==> src/design/mccm_pkg.sv <==
// Shared constants, controller states and command/status types of the median cycle measure block.
package mccm_pkg;

	localparam int STAMP_W      = 64;
	localparam int RUN_W        = 7;
	localparam int MIN_RUNS     = 3;
	localparam int DEF_MAX_RUNS = 64;
	localparam logic [RUN_W-1:0] RUN_RESET = RUN_W'(3);

	typedef enum logic [6:0] {
		ST_IDLE   = 7'b0000001,
		ST_PREP   = 7'b0000010,
		ST_LOOK   = 7'b0000100,
		ST_CMP    = 7'b0001000,
		ST_PLACE  = 7'b0010000,
		ST_MEDREQ = 7'b0100000,
		ST_MEDGET = 7'b1000000
	} state_t;

	typedef struct packed {
		logic accept;
		logic correct;
		logic rd_prev;
		logic rd_prev2;
		logic shift;
		logic place;
		logic rd_med;
		logic take_med;
	} cmd_t;

	typedef struct packed {
		logic pos_zero;
		logic pos_one;
		logic prev_gt;
		logic phase_end;
		logic measuring;
		logic out_busy;
	} status_t;

endpackage

==> src/design/mccm_ctrl.sv <==
// Controller state machine: input handshake and sequencing of the sorted insert and median read.
module mccm_ctrl (
	input  logic             clk,
	input  logic             arst_n,
	input  logic             in_valid,
	output logic             in_stall,
	output mccm_pkg::cmd_t   cmd,
	input  mccm_pkg::status_t status
);

	import mccm_pkg::*;

	state_t state_q;
	state_t state_d;

	always_ff @(posedge clk or negedge arst_n) begin
		if (!arst_n) begin
			state_q <= ST_IDLE;
		end else begin
			state_q <= state_d;
		end
	end

	always_comb begin
		state_d  = state_q;
		cmd      = '0;
		in_stall = 1'b1;
		unique case (state_q)
			ST_IDLE: begin
				in_stall = 1'b0;
				if (in_valid) begin
					cmd.accept = 1'b1;
					state_d    = ST_PREP;
				end
			end
			ST_PREP: begin
				cmd.correct = 1'b1;
				state_d     = ST_LOOK;
			end
			ST_LOOK: begin
				if (status.pos_zero) begin
					state_d = ST_PLACE;
				end else begin
					cmd.rd_prev = 1'b1;
					state_d     = ST_CMP;
				end
			end
			ST_CMP: begin
				// shift the larger neighbor up and fetch the next one below
				if (status.prev_gt) begin
					cmd.shift = 1'b1;
					if (status.pos_one) begin
						state_d = ST_PLACE;
					end else begin
						cmd.rd_prev2 = 1'b1;
					end
				end else begin
					state_d = ST_PLACE;
				end
			end
			ST_PLACE: begin
				cmd.place = 1'b1;
				state_d   = status.phase_end ? ST_MEDREQ : ST_IDLE;
			end
			ST_MEDREQ: begin
				// in the measured phase, hold until the previous result has left the output register
				if (!(status.measuring && status.out_busy)) begin
					cmd.rd_med = 1'b1;
					state_d    = ST_MEDGET;
				end
			end
			ST_MEDGET: begin
				cmd.take_med = 1'b1;
				state_d      = ST_IDLE;
			end
			default: begin
				state_d = ST_IDLE;
			end
		endcase
	end

endmodule

==> config.mk <==
export PLATFORM = sky130hd
export DESIGN_NAME = mccm_ctrl
export DESIGN_NICKNAME = d
export VERILOG_FILES = /design/src/design/mccm_pkg.sv /design/src/design/mccm_ctrl.sv
export SDC_FILE = /design/constraint.sdc
export NUM_CORES = 1
export LEC_CHECK = 0
export ABC_AREA = 1
export BUFFER_PORTS_ARGS = -buffer_cell sky130_fd_sc_hd__buf_2
export CAP_MARGIN = 0
export CORE_AREA = 2 2 39 41
export DETAILED_ROUTE_END_ITERATION = 16
export DIE_AREA = 0 0 41 43
export PLACE_DENSITY = 0.6
export SKIP_LAST_GASP = 1
export SLEW_MARGIN = 30
export SYNTH_ARGS = -nofsm -noshare
export SYNTH_HDL_FRONTEND = slang
export SYNTH_SLANG_ARGS = --single-unit
==> constraint.sdc <==
create_clock -name clk -period 1.6 [get_ports clk]
set_input_delay 0.16 -clock clk [delete_from_list [all_inputs] [get_ports clk]]
set_output_delay 0.16 -clock clk [all_outputs]
set_load 0.02 [all_outputs]
== Yosys cells after proc, flatten, opt, wreduce, memory -nomap -nowiden ==
Cells that the tools add are included.

* Bits of input ports: 9
* Flip-flop bits (word level): 7
* Output and inout bits: 9

* Multiplexer cells: 20
* Reductions and logical operators: 2
* Equal/unequal tests: 10

{| class="wikitable"
|+ Operators with widths
! cell !! number
|-
| $pmux W7 S6 || 1
|-
| $mux W7 || 4
|-
| $mux W1 || 11
|-
| $eq A7 B1 Y1 const B || 1
|-
| $eq A7 B2 Y1 const B || 1
|-
| $eq A7 B3 Y1 const B || 1
|-
| $eq A7 B4 Y1 const B || 1
|-
| $eq A7 B5 Y1 const B || 1
|-
| $eq A7 B6 Y1 const B || 1
|-
| $eq A7 B7 Y1 const B || 1
|-
| $mux W6 || 1
|-
| $mux W5 || 1
|-
| $mux W2 || 2
|-
| $ne A2 B2 Y1 const B || 2
|-
| $ne A3 B3 Y1 const B || 1
|-
| $reduce_and A3 Y1 || 1
|-
| $logic_and A1 B1 Y1 || 1
|}

== Depth between registers and ports, before layout ==
* Word-level depth: 3
* Mapped depth: 8
* Mapped depth without buffers: 8

== Least setup slack after synthesis ==
No wires, ideal clock.

* Path kind: register to output
* From: register state_q[2]
* To: output port cmd[0] (netlist name)
* Path slack: 189 ps
* Cell stages (with the launch flop): 4
* Arrival: 1251 ps
* Path buffers: 0
* Required time: 1440 ps
* Cells stage by stage: dfrtp_1 nor2_2 nand2_2 nor4_1

{| class="wikitable"
|+ RTL lines
! element !! RTL line !! source
|-
| start: declaration || mccm_ctrl.sv:13 || <nowiki>state_t state_q;</nowiki>
|-
| start signal: assignment || mccm_ctrl.sv:20 || <nowiki>state_q <= state_d;</nowiki>
|-
| end: declaration || mccm_ctrl.sv:7 || <nowiki>output mccm_pkg::cmd_t cmd,</nowiki>
|}

==> flow_summary.toml <==
[run_status]
status = "complete, no violations"

[run]
cap_violations = 0

[drt]
drtIter0Drc = 7
vias = 472
avgRoutedWirePerCell_um = 8.98
drc = 0
ant_nets = 0
wirelength_um = 970
first_pass_iters = 3
via_per_inst = 4.37

[global_routing]
gr-total-overflow = 0
grt_max_degree = 8
grtUsageTotal_pct = 13.3
antenna_found_initial = 0
grt_pass1_vias = 423
grt_pass1_wl_um = 1580

[place]
io_buffers = 17
globalplace.congestion = 0.782
dpl_cell_area_um2 = 566
dpl.hpwl_um = 734

[synth]
ys_ff_latch = 7
ys_warn_count = 0
synthCells = 67
synth_cell_type_count = 14
netlist_area_um2 = 460
synth_area_per_cell_um2 = 6.87
yosysSeqAreaShare_pct = 38.3
syn-num-nets = 76

[clock_tree]
cts_buffers = 3
cts_tree = "yes"
clock_latency_ns = 0.24
cts.clk_slew.worst_paths_ns = 0.05
cts_root_buffer = "clkbuf_4"
numClockSinks = 7
cts_max_level = 1
clockBufferDepth = 2

[pwr]
ir_worst_vdd_mv = 0.780
p_int_uw = 484
power.density_mw_per_mm2 = 1230
power_frac_comb_pct = 50.9
power_switching_uw = 347
seqPwrFrac_pct = 30.9
p_leak_uw = 0.000360
sw_frac_of_total_pct = 41.8
pwr-share-clk_pct = 18.3

[worst_setup_path]
r2r_end = "state_q[0]"
slowest_stage = "dfrtp_1"
r2r_slack_ns = 0.32
critical_path.max_fanout = 5
crit_family = "simple AND/OR/NAND/NOR gates"
path_class = "flop to output port"
worstPathRequired_ns = 1.44
startpoint = "state_q[5]"
startpoint_type = "flop"
r2r-start = "state_q[2]"
cp_cell_sequence = "nor2_2 -> nand2_4 -> nor2_4 -> nand2_2 -> nand3_2 -> nor2_2 -> buf_6"
end_kind = "output port"
worst-path-buf-inv = 1
worstRegToRegCells = 7
cpMostUsedCell = "nor2_2"
slowest_delay_ns = 0.41
cp.arrival_ns = 1.43

[die]
die_width_um = 41
die_area_mm2 = 0.00176
start_util_pct = 33.3
core_area_mm2 = 0.00138
fp.dieH_um = 43
io_pins = 18
rows = 14

[min_path]
min_path_cells = 2
hp-start = "status[5]"
whs_endpoint = "state_q[3]"
min_path_type = "input port to flop"

[cells_and_area]
antennaDiodeCount = 0
reg_top3 = "state_q (7)"
drive_gt1_share_pct = 48.9
final_area_um2 = 678
largest_reg_flops = 7
syn_to_final_growth_pct = 47.3
num-nets-final = 102
regMostFlops = "state_q"

[sta]
finalCritPeriodShare_pct = 99.3
rsz0062_at_grt = "true"
clock_skew_ns = 0.00109
hold_violations = 0
post-route-min-period_ns = 1.59
fmax_mhz = 629
drv_slew = 0
setup_viol = 0
setup_tns_ns = 0
slew_headroom_pct = 85.7
worstMarginPinSlew_ns = 0.212
==> per-stage QoR <==
| step | cells | utilization (%) | setup WS (ns) | hold WS (ns) | total power (uW) |
|---|---|---|---|---|---|
| 2_1_floorplan | 67 | - | 0.189 | -0.136 | 500 |
| 3_3_place_gp | 100 | 40.9 | 0.226 | -0.00399 | 582 |
| 3_5_place_dp | 100 | 40.9 | 0.236 | -0.00244 | 586 |
| 4_1_cts | 107 | 46.6 | 0.00164 | 0.121 | 806 |
| 5_1_grt | 108 | 49.0 | -0.0686 | 0.130 | 907 |
| 6_report | 108 | 49.0 | 0.0111 | 0.125 | 831 |
==> how the worst max path moves through the flow <==
stage          slack (ns)  endpoint  cells after the start
2_1_floorplan        0.19    cmd[0]                      3
3_3_place_gp         0.23    cmd[1]                      7
3_5_place_dp         0.24    cmd[1]                      7
4_1_cts             0.002    cmd[1]                      8
5_1_grt             -0.07    cmd[1]                      7
6_report             0.01    cmd[1]                      7
==> synth_stat cells <==
cell	count	area share (%)
nor2_1	16	13
inv_1	13	11
nand2_1	11	9.0
nor2_2	7	9.5
dfrtp_1	6	33
nand3_1	5	5.4
nor2_4	2	4.9
dfstp_2	1	5.7
inv_2	1	0.81
nand2_2	1	1.4
nand2_4	1	2.4
nand3_2	1	2.2
nor4_1	1	1.4
o21ai_1	1	1.1
==> kinds of logic after synthesis <==
family,share of synthesized area [%]
AND/OR/NAND/NOR,49.2
buffers and inverters,11.4
AO/OA/AOI/OAI,1.09
flip-flops,38.3
==> what timing repair did <==
action | 4_1_cts | 5_1_grt
pin swaps | 4 | 9
hold buffers | 1 | 0
resized for setup | 7 | 10
endpoints found under the hold margin | 7 | 0
gates cloned | 0 | 0
buffers inserted | 2 | 1
setup endpoints to repair | 1 | 7
==> cell type report <==
type / instances / area (um2)
repair buffers: 21 / 134
fillers: 138 / 706
well taps: 16 / 20.0
clock buffers: 4 / 26.3
multi-input cells: 46 / 269
flip-flops and latches: 7 / 176
inverters: 14 / 52.6
==> power groups by stage <==
stage / sequential (uW) / combinational, uW / clock (uW)
6_report: 256 / 423 / 152
2_1_floorplan: 247 / 253 / 0
4_1_cts: 254 / 395 / 157
5_1_grt: 261 / 471 / 174
3_3_place_gp: 252 / 330 / 0
3_5_place_dp: 252 / 334 / 0
==> per-layer routing <==
metal | global-route usage, % | vias to the layer above | share of wire (%) | wire length, um
met3 | 3.14 | 0 | 4.5 | 44
li1 | - | 251 | - | -
met4 | 8.00 | 0 | 0 | 0
met5 | 0 | - | 0 | 0
met1 | 16.2 | 209 | 46 | 444
met2 | 20.0 | 12 | 50 | 482
==> cells in the final DEF, fill, tap and decap left out, types with 4 or more instances in the layout <==
master	instances
nor2_1	14
dfrtp_1	6
nand2_2	4
nor2_4	5
buf_4	7
inv_1	12
buf_2	12
nand2_1	8
nor2_2	6
No activity file was read; power rests on OpenSTA's default activity.
